--- src/rtl/core/ctht_pkg.sv ---
// Shared types and constants for the connection table.
`timescale 1ns / 1ps

package ctht_pkg;

   localparam int KIND_W  = 3;
   localparam int SOCK_W  = 4;
   localparam int PORT_W  = 16;
   localparam int SEG_W   = 3;
   localparam int ENTRY_W = 4;
   localparam int RETRY_W = 4;
   localparam int CSR_IDX_W = 2;

   // Item kinds.
   localparam logic [KIND_W-1:0] KIND_OPEN       = 3'd0;
   localparam logic [KIND_W-1:0] KIND_CONNECT    = 3'd1;
   localparam logic [KIND_W-1:0] KIND_DISCONNECT = 3'd2;
   localparam logic [KIND_W-1:0] KIND_CLOSE      = 3'd3;
   localparam logic [KIND_W-1:0] KIND_ARRIVAL    = 3'd4;
   localparam logic [KIND_W-1:0] KIND_TICK       = 3'd5;

   // Arriving segment types that move the state.
   localparam logic [SEG_W-1:0] SEG_SYNACK = 3'd1;
   localparam logic [SEG_W-1:0] SEG_FINACK = 3'd3;

   // Transmitted segment types.
   localparam logic SEND_SYN = 1'b0;
   localparam logic SEND_FIN = 1'b1;

   // Configuration register indexes.
   localparam logic [CSR_IDX_W-1:0] CSR_SYN_RETRY_LIMIT = 2'd0;
   localparam logic [CSR_IDX_W-1:0] CSR_FIN_RETRY_LIMIT = 2'd1;
   localparam logic [RETRY_W-1:0]   RETRY_LIMIT_RESET   = 4'd5;

   typedef enum logic [1:0] {
      CS_CLOSED    = 2'd0,
      CS_SYNSENT   = 2'd1,
      CS_CONNECTED = 2'd2,
      CS_FINWAIT   = 2'd3
   } conn_state_type;

   typedef enum logic [1:0] {
      OP_NONE       = 2'd0,
      OP_CONNECT    = 2'd1,
      OP_DISCONNECT = 2'd2
   } pend_op_type;

   typedef enum logic [1:0] {
      ST_PENDING = 2'd0,
      ST_OK      = 2'd1,
      ST_FAIL    = 2'd2,
      ST_NOMATCH = 2'd3
   } status_type;

   typedef struct packed {
      logic [KIND_W-1:0] kind;
      logic [SOCK_W-1:0] socket_index;
      logic [PORT_W-1:0] port;
      logic [SEG_W-1:0]  segment_type;
   } req_type;

   typedef struct packed {
      status_type         status;
      logic [ENTRY_W-1:0] entry_index;
      logic               send_valid;
      logic               send_type;
      logic [PORT_W-1:0]  send_source_port;
      logic [PORT_W-1:0]  send_dest_port;
   } rsp_type;

   typedef struct packed {
      logic [RETRY_W-1:0] syn_retry_limit;
      logic [RETRY_W-1:0] fin_retry_limit;
   } cfg_type;

   // What travels from cell to cell: the request, a claimed mark and the
   // result built so far.
   typedef struct packed {
      req_type req;
      logic    done;
      rsp_type rsp;
   } token_type;

endpackage

--- src/rtl/core/ctht_cell.sv ---
// One table entry: holds its connection state and acts on the passing token.
`timescale 1ns / 1ps

module ctht_cell
   import ctht_pkg::*;
#(
   parameter int INDEX = 0
) (
   input  logic      clock,
   input  logic      reset,
   input  cfg_type   cfg,
   input  logic      tok_valid_in,
   input  token_type tok_in,
   output logic      tok_valid_out,
   output token_type tok_out
);

   logic               used_ff,  used_in;
   logic [PORT_W-1:0]  lport_ff, lport_in;
   logic [PORT_W-1:0]  rport_ff, rport_in;
   conn_state_type     cst_ff,   cst_in;
   pend_op_type        pop_ff,   pop_in;
   logic [RETRY_W-1:0] retry_ff, retry_in;
   logic               tok_valid_ff;
   token_type          tok_ff,   tok_in_nx;

   logic               sock_hit;
   logic               port_hit;
   conn_state_type     goal;
   logic [RETRY_W-1:0] limit;
   logic               seg_kind;

   assign sock_hit = (INDEX < (1 << SOCK_W)) && (tok_in.req.socket_index == SOCK_W'(INDEX));
   assign port_hit = used_ff && (lport_ff == tok_in.req.port);

   always_comb begin
      if (pop_ff == OP_CONNECT) begin
         goal     = CS_CONNECTED;
         limit    = cfg.syn_retry_limit;
         seg_kind = SEND_SYN;
      end else begin
         goal     = CS_CLOSED;
         limit    = cfg.fin_retry_limit;
         seg_kind = SEND_FIN;
      end
   end

   always_comb begin
      used_in   = used_ff;
      lport_in  = lport_ff;
      rport_in  = rport_ff;
      cst_in    = cst_ff;
      pop_in    = pop_ff;
      retry_in  = retry_ff;
      tok_in_nx = tok_in;

      if (tok_valid_in && !tok_in.done) begin
         unique case (tok_in.req.kind)
            KIND_OPEN: begin
               if (!used_ff) begin
                  used_in  = 1'b1;
                  lport_in = tok_in.req.port;
                  rport_in = '0;
                  cst_in   = CS_CLOSED;
                  pop_in   = OP_NONE;
                  retry_in = '0;
                  tok_in_nx.done            = 1'b1;
                  tok_in_nx.rsp.status      = ST_OK;
                  tok_in_nx.rsp.entry_index = ENTRY_W'(INDEX);
               end
            end
            KIND_ARRIVAL: begin
               if (port_hit) begin
                  tok_in_nx.done            = 1'b1;
                  tok_in_nx.rsp.entry_index = ENTRY_W'(INDEX);
                  tok_in_nx.rsp.status      = ST_PENDING;
                  if (tok_in.req.segment_type == SEG_SYNACK && cst_ff == CS_SYNSENT) begin
                     cst_in               = CS_CONNECTED;
                     tok_in_nx.rsp.status = ST_OK;
                  end else if (tok_in.req.segment_type == SEG_FINACK &&
                               cst_ff == CS_FINWAIT) begin
                     cst_in               = CS_CLOSED;
                     tok_in_nx.rsp.status = ST_OK;
                  end
               end
            end
            KIND_CONNECT: begin
               if (sock_hit && used_ff) begin
                  tok_in_nx.done = 1'b1;
                  rport_in = tok_in.req.port;
                  cst_in   = CS_SYNSENT;
                  pop_in   = OP_CONNECT;
                  retry_in = '0;
                  tok_in_nx.rsp.status           = ST_PENDING;
                  tok_in_nx.rsp.send_valid       = 1'b1;
                  tok_in_nx.rsp.send_type        = SEND_SYN;
                  tok_in_nx.rsp.send_source_port = lport_ff;
                  tok_in_nx.rsp.send_dest_port   = tok_in.req.port;
               end
            end
            KIND_DISCONNECT: begin
               if (sock_hit && used_ff) begin
                  tok_in_nx.done = 1'b1;
                  cst_in   = CS_FINWAIT;
                  pop_in   = OP_DISCONNECT;
                  retry_in = '0;
                  tok_in_nx.rsp.status           = ST_PENDING;
                  tok_in_nx.rsp.send_valid       = 1'b1;
                  tok_in_nx.rsp.send_type        = SEND_FIN;
                  tok_in_nx.rsp.send_source_port = lport_ff;
                  tok_in_nx.rsp.send_dest_port   = rport_ff;
               end
            end
            KIND_CLOSE: begin
               if (sock_hit && used_ff) begin
                  tok_in_nx.done       = 1'b1;
                  tok_in_nx.rsp.status = (cst_ff == CS_CLOSED) ? ST_OK : ST_FAIL;
                  used_in  = 1'b0;
                  cst_in   = CS_CLOSED;
                  pop_in   = OP_NONE;
                  retry_in = '0;
               end
            end
            KIND_TICK: begin
               if (sock_hit && used_ff) begin
                  tok_in_nx.done = 1'b1;
                  if (pop_ff == OP_NONE) begin
                     tok_in_nx.rsp.status = ST_PENDING;
                  end else if (cst_ff == goal) begin
                     pop_in               = OP_NONE;
                     tok_in_nx.rsp.status = ST_OK;
                  end else if (retry_ff >= limit) begin
                     cst_in               = CS_CLOSED;
                     pop_in               = OP_NONE;
                     tok_in_nx.rsp.status = ST_FAIL;
                  end else begin
                     retry_in = retry_ff + RETRY_W'(1);
                     tok_in_nx.rsp.status           = ST_PENDING;
                     tok_in_nx.rsp.send_valid       = 1'b1;
                     tok_in_nx.rsp.send_type        = seg_kind;
                     tok_in_nx.rsp.send_source_port = lport_ff;
                     tok_in_nx.rsp.send_dest_port   = rport_ff;
                  end
               end
            end
            default: begin
            end
         endcase
      end
   end

   always_ff @(posedge clock) begin
      if (reset) begin
         used_ff      <= 1'b0;
         cst_ff       <= CS_CLOSED;
         pop_ff       <= OP_NONE;
         retry_ff     <= '0;
         tok_valid_ff <= 1'b0;
      end else begin
         used_ff      <= used_in;
         cst_ff       <= cst_in;
         pop_ff       <= pop_in;
         retry_ff     <= retry_in;
         tok_valid_ff <= tok_valid_in;
      end
   end

   always_ff @(posedge clock) begin
      lport_ff <= lport_in;
      rport_ff <= rport_in;
      tok_ff   <= tok_in_nx;
   end

   assign tok_valid_out = tok_valid_ff;
   assign tok_out       = tok_ff;

endmodule

--- src/rtl/core/connection_table_handshake_fsm.sv ---
// Top level of the connection table: request intake, cell row and result buffering.
`timescale 1ns / 1ps

// Each accepted beat walks the row of ENTRIES cells, one cell per cycle. The
// block works on one item at a time, so a new beat is taken once the
// previous one has left the row. Open claims the first free entry on the
// way and an arriving segment the first used entry with its local port.
// One finished result may wait in a spare register while another sits on
// the result port; while both are held the request side stalls too.
// Configuration writes are always ready and must be made while the block is
// idle. There is no clearing pass after reset.
module connection_table_handshake_fsm
   import ctht_pkg::*;
#(
   parameter int ENTRIES = 16
) (
   input  logic                 clock,
   input  logic                 reset,
   input  logic                 req_valid,
   output logic                 req_stall,
   input  req_type              req_data,
   output logic                 rsp_valid,
   input  logic                 rsp_stall,
   output rsp_type              rsp_data,
   input  logic                 csr_valid,
   output logic                 csr_ready,
   input  logic [CSR_IDX_W-1:0] csr_index,
   input  logic [RETRY_W-1:0]   csr_wdata
);

   cfg_type   cfg_ff, cfg_in;
   logic      busy_ff, busy_in;
   logic      hold_valid_ff, hold_valid_in;
   token_type hold_ff, hold_in;
   logic      rsp_valid_ff, rsp_valid_in;
   rsp_type   rsp_ff, rsp_in;

   logic      accept;
   logic      take;
   token_type start_tok;
   logic      tok_valid [ENTRIES+1];
   token_type tok       [ENTRIES+1];

   assign csr_ready = 1'b1;
   assign req_stall = busy_ff | hold_valid_ff;
   assign accept    = req_valid & ~req_stall;
   assign take      = rsp_valid_ff & ~rsp_stall;

   always_comb begin
      cfg_in = cfg_ff;
      if (csr_valid) begin
         unique case (csr_index)
            CSR_SYN_RETRY_LIMIT: cfg_in.syn_retry_limit = csr_wdata;
            CSR_FIN_RETRY_LIMIT: cfg_in.fin_retry_limit = csr_wdata;
            default: begin
            end
         endcase
      end
   end

   // The result starts at the answer given when no cell claims the beat.
   always_comb begin
      start_tok      = '0;
      start_tok.req  = req_data;
      start_tok.done = 1'b0;
      unique case (req_data.kind) inside
         KIND_OPEN, KIND_CONNECT, KIND_DISCONNECT, KIND_CLOSE, KIND_TICK:
            start_tok.rsp.status = ST_FAIL;
         KIND_ARRIVAL:
            start_tok.rsp.status = ST_NOMATCH;
         default:
            start_tok.rsp.status = ST_PENDING;
      endcase
   end

   assign tok_valid[0] = accept;
   assign tok[0]       = start_tok;

   for (genvar g = 0; g < ENTRIES; g++) begin : g_cell
      ctht_cell #(
         .INDEX (g)
      ) u_cell (
         .clock         (clock),
         .reset         (reset),
         .cfg           (cfg_ff),
         .tok_valid_in  (tok_valid[g]),
         .tok_in        (tok[g]),
         .tok_valid_out (tok_valid[g+1]),
         .tok_out       (tok[g+1])
      );
   end

   always_comb begin
      busy_in       = busy_ff;
      hold_valid_in = hold_valid_ff;
      hold_in       = hold_ff;
      rsp_valid_in  = rsp_valid_ff;
      rsp_in        = rsp_ff;

      if (accept) begin
         busy_in = 1'b1;
      end else if (tok_valid[ENTRIES]) begin
         busy_in = 1'b0;
      end

      if (!rsp_valid_ff || take) begin
         if (hold_valid_ff) begin
            rsp_in        = hold_ff.rsp;
            rsp_valid_in  = 1'b1;
            hold_valid_in = 1'b0;
         end else if (tok_valid[ENTRIES]) begin
            rsp_in       = tok[ENTRIES].rsp;
            rsp_valid_in = 1'b1;
         end else begin
            rsp_valid_in = 1'b0;
         end
      end else if (tok_valid[ENTRIES]) begin
         hold_in       = tok[ENTRIES];
         hold_valid_in = 1'b1;
      end
   end

   always_ff @(posedge clock) begin
      if (reset) begin
         cfg_ff.syn_retry_limit <= RETRY_LIMIT_RESET;
         cfg_ff.fin_retry_limit <= RETRY_LIMIT_RESET;
         busy_ff                <= 1'b0;
         hold_valid_ff          <= 1'b0;
         rsp_valid_ff           <= 1'b0;
      end else begin
         cfg_ff        <= cfg_in;
         busy_ff       <= busy_in;
         hold_valid_ff <= hold_valid_in;
         rsp_valid_ff  <= rsp_valid_in;
      end
   end

   always_ff @(posedge clock) begin
      hold_ff <= hold_in;
      rsp_ff  <= rsp_in;
   end

   assign rsp_valid = rsp_valid_ff;
   assign rsp_data  = rsp_ff;

endmodule

--- config.mk ---
export PLATFORM = sky130hd
export DESIGN_NAME = connection_table_handshake_fsm
export DESIGN_NICKNAME = d
export VERILOG_FILES = /design/src/rtl/core/ctht_pkg.sv /design/src/rtl/core/ctht_cell.sv /design/src/rtl/core/connection_table_handshake_fsm.sv
export SDC_FILE = /design/constraint.sdc
export NUM_CORES = 2
export LEC_CHECK = 0
export CAP_MARGIN = 20
export CORE_AREA = 3 3 430 432
export DETAILED_ROUTE_END_ITERATION = 8
export DIE_AREA = 0 0 433 435
export DONT_BUFFER_PORTS = 1
export GPL_TIMING_DRIVEN = 0
export PLACE_DENSITY = 0.64
export SLEW_MARGIN = 15
export SYNTH_ARGS = -nofsm -noshare
export SYNTH_HDL_FRONTEND = slang
export SYNTH_SLANG_ARGS = --single-unit
export TNS_END_PERCENT = 20
--- constraint.sdc ---
create_clock -name clock -period 10.4 [get_ports clock]
set_input_delay 1.04 -clock clock [delete_from_list [all_inputs] [get_ports clock]]
set_output_delay 1.04 -clock clock [all_outputs]
set_load 0.1 [all_outputs]
==> reports/summary.txt <==
Total Routed Length -> 205.3 mm
antenna violations before repair -> 5
CP required -> 11.09 ns
placed cell areas -> 0.07592 mm²
Reg clk slew, reported paths -> 0.06 ns
Post-synth top flop -> dfxtp_1
Slew Limit Fails -> 0
die span in y -> 435 µm
CP arrival -> 5.34 ns
Psw -> 3.264 mW
maxcap violations -> 0
Worst Hold Path EP -> g_cell[0].u_cell.tok_out[54]
internal reg-to-reg setup slack -> 5.75 ns
antenna-violating nets left -> 0
# port buffers -> 0
Peak Freq -> 215.0 MHz
cts hold-fix bufs -> 0
post-synth top area share -> 33.18%
Mapped Area -> 0.07246 mm²
Post-route DRC -> 0
Crit. End Element -> register
switch share -> 22.62%
1st-iter DRT viols -> 5254
most common cell in the netlist -> dfxtp_1
mean post-synth cell area -> 10.78 µm²
fraction of registers with async set/reset -> 0%
Total Neg Setup Slack -> 0 ns
R2R cell count -> 11
RR Startpoint -> cfg_ff[6]
Ports -> 80
area grow syn2layout -> 13.18%
Max Fanout on Critical Path -> 10
Min-Delay Path Depth -> 0
Via-to-Cell Ratio -> 5.585
Synthesis Warnings -> 0
biggest area consumer among synthesized cells -> dfxtp_1
Comb pwr share -> 3.2%
Net Count, Synth -> 6841
die area -> 0.1884 mm²
Cell Int Power -> 11.16 mW
count of state elements after synthesis -> 1793
largest net degree at the start of global routing -> 34
Num CTS Buffers -> 179
design area -> 0.08201 mm²
total grt overflow -> 0
starting density of the core -> 40.05%
EDFF count, synth -> 592
vias -> 52890
Root Buffer -> clkbuf_16
Cell variety after synth -> 107
Final Critical Period -> 4.651 ns
power density cells -> 175.9 mW/mm²
Hold Path Origin -> req_data[13]
Fill cells -> 16580
P_leak -> 28.69 nW
share of post-route cells with drive strength above 1 -> 10.38%
htree depth -> 4
clock share of power -> 45.0%
sequential area share after synthesis -> 57.71%
final hold violations -> 0
first-pass GRT wire length -> 311.7 mm
TritonCTS clock tree -> built
RSZ-0062 raised after global routing -> false
reg-to-reg critical path endpoint -> g_cell[15].u_cell.tok_out[23]
clk sinks -> 1793
fin crit share -> 44.72%
vias in the first global route -> 50840
drt first pass iters -> 8
Final HPWL DP -> 154.2 mm
clk buf depth -> 3
# rows -> 156
CP Launch Type -> register
final net count -> 7060
register area -> 0.04182 mm²
pre-CTS setup slack -> 5.767 ns
footprint of the multi-input gates -> 0.02877 mm²
clock insertion delay at the later pin of the skew report -> 0.82 ns
VDD IR-drop max -> 0.0001683 V
Post-CTS Setup Inserts -> 0
Post-CTS Resized -> 0
post-synthesis instance total -> 6724
critical path class -> register to register
top cells by count, synth -> dfxtp_1, nand2_1, a21oi_1
worst clock skew -> 0.05045 ns
final core occ -> 45.33%
wire per inst -> 21.68 µm
max_slew headroom -> 22.85%
status -> complete, no violations
RD Place Congestion -> 0.9011
CP Launch Point -> cfg_ff[6]
Overall Global Routing Usage -> 21.19%
Die Wd -> 433 µm
synth top area cells -> dfxtp_1, edfxtp_1, a21oi_1, nand2_1, mux2_2
final setup violation count -> 0
Core ar. -> 0.1809 mm²
fin worst setup slack -> 5.749 ns
Worst-Margin Slew -> 1.157 ns
Hold Crit Class -> input pin to register
sequential share of power -> 51.8%
## cell usage in the layout, fill, tap and decap left out, types with 46 or more instances in the layout
cell type	netlist	routed
dfxtp_1	1201	1201
nand2_1	708	708
a21oi_1	681	676
edfxtp_1	592	592
clkbuf_1	298	332
o21ai_0	254	254
nor2_1	250	247
mux2_2	215	215
xnor2_1	195	195
and2_1	185	185
clkbuf_16	0	184
o2bb2ai_1	172	172
and3_1	165	164
nor2b_1	124	124
xor2_1	122	122
inv_1	120	120
a22o_1	100	100
nand2b_1	96	96
mux2i_1	83	83
ha_1	80	80
nor3_1	87	79
nand3_1	77	77
buf_2	58	70
nand4_1	50	50
o22ai_1	49	49
a31oi_1	48	48
o31ai_1	46	46
or3_1	46	46
## state kept, by name, summed over array words and instances (netlist names), 8 cells and up
name	cells
g_cell.u_cell.pop_ff	32
g_cell.u_cell.used_ff	16
hold_ff	40
g_cell.u_cell.tok_valid_out	16
cfg_ff	8
rsp_data	40
g_cell.u_cell.lport_ff	256
g_cell.u_cell.retry_ff	64
g_cell.u_cell.cst_ff	32
g_cell.u_cell.rport_ff	256
g_cell.u_cell.tok_out	1030
## cells by family after synthesis
family / Yosys count / share of synthesized area, %
simple gates: 1967 / 13.74
flops: 1793 / 57.71
compound gates: 1755 / 15.92
buf+inv: 504 / 2.783
xor+xnor: 317 / 3.831
mux: 307 / 4.627
fa+ha+maj: 80 / 1.381
other cells: 1 / 0.005175
## power by group through the flow
stage | sequential (mW) | combinational, mW | clock, mW
2_1_floorplan | 7.55 | 0.315 | 0
3_3_place_gp | 7.62 | 0.445 | 0
3_5_place_dp | 7.62 | 0.453 | 0
4_1_cts | 7.47 | 0.456 | 6.64
5_1_grt | 7.48 | 0.505 | 6.92
6_report | 7.47 | 0.463 | 6.50
## worst max-delay path, cell delays in order, from the launching register on
cell,delay [ns]
dfxtp_1,0.30
clkbuf_1,0.47
clkbuf_1,0.68
mux2i_1,0.29
ha_1,0.35
o21ai_0,0.09
nor2b_1,0.19
o21ai_0,0.44
a21oi_1,0.14
o21ai_1,0.70
buf_2,0.43
mux2_2,0.40
## worst max path at each step
stage                                         end  slack (ns)
floorplan           g_cell[12].u_cell.rport_ff[0]        5.90
global placement    g_cell[12].u_cell.rport_ff[8]        3.79
detailed placement  g_cell[15].u_cell.tok_out[30]        5.77
CTS                 g_cell[15].u_cell.tok_out[23]        5.76
global route        g_cell[15].u_cell.tok_out[23]        5.55
finish              g_cell[15].u_cell.tok_out[23]        5.75
## metal layers
layer / global-route usage (%) / up-vias / share of wire, %
met5: 0 / - / 0.021
li1: - / 24780 / -
met3: 2.953 / 370 / 5.9
met1: 28.47 / 25760 / 43
met4: 6.503 / 6 / 3.0
met2: 35.32 / 1975 / 48
## area by class of cell
type	count	share of cell area (%)
multi-input combinational	4427	35.08
antenna	1	0.003051
clock inverter	91	1.227
timing repair buffer	38	0.4241
inverter	123	0.5630
tap	2370	3.616
buffer	381	1.904
clock buffer	246	6.191
sequential	1793	50.99
## metrics by stage
| stage | total power, mW | hold slack, ns | cells |
|---|---|---|---|
| 2_1_floorplan | 7.865 | 0.3224 | 6724 |
| 3_3_place_gp | 8.066 | 0.3293 | 9094 |
| 3_5_place_dp | 8.075 | 0.3323 | 9132 |
| 4_1_cts | 14.56 | 0.1726 | 9469 |
| 5_1_grt | 14.90 | 0.1869 | 9469 |
| 6_report | 14.43 | 0.2363 | 9470 |
No activity file was read; power rests on OpenSTA's default activity.
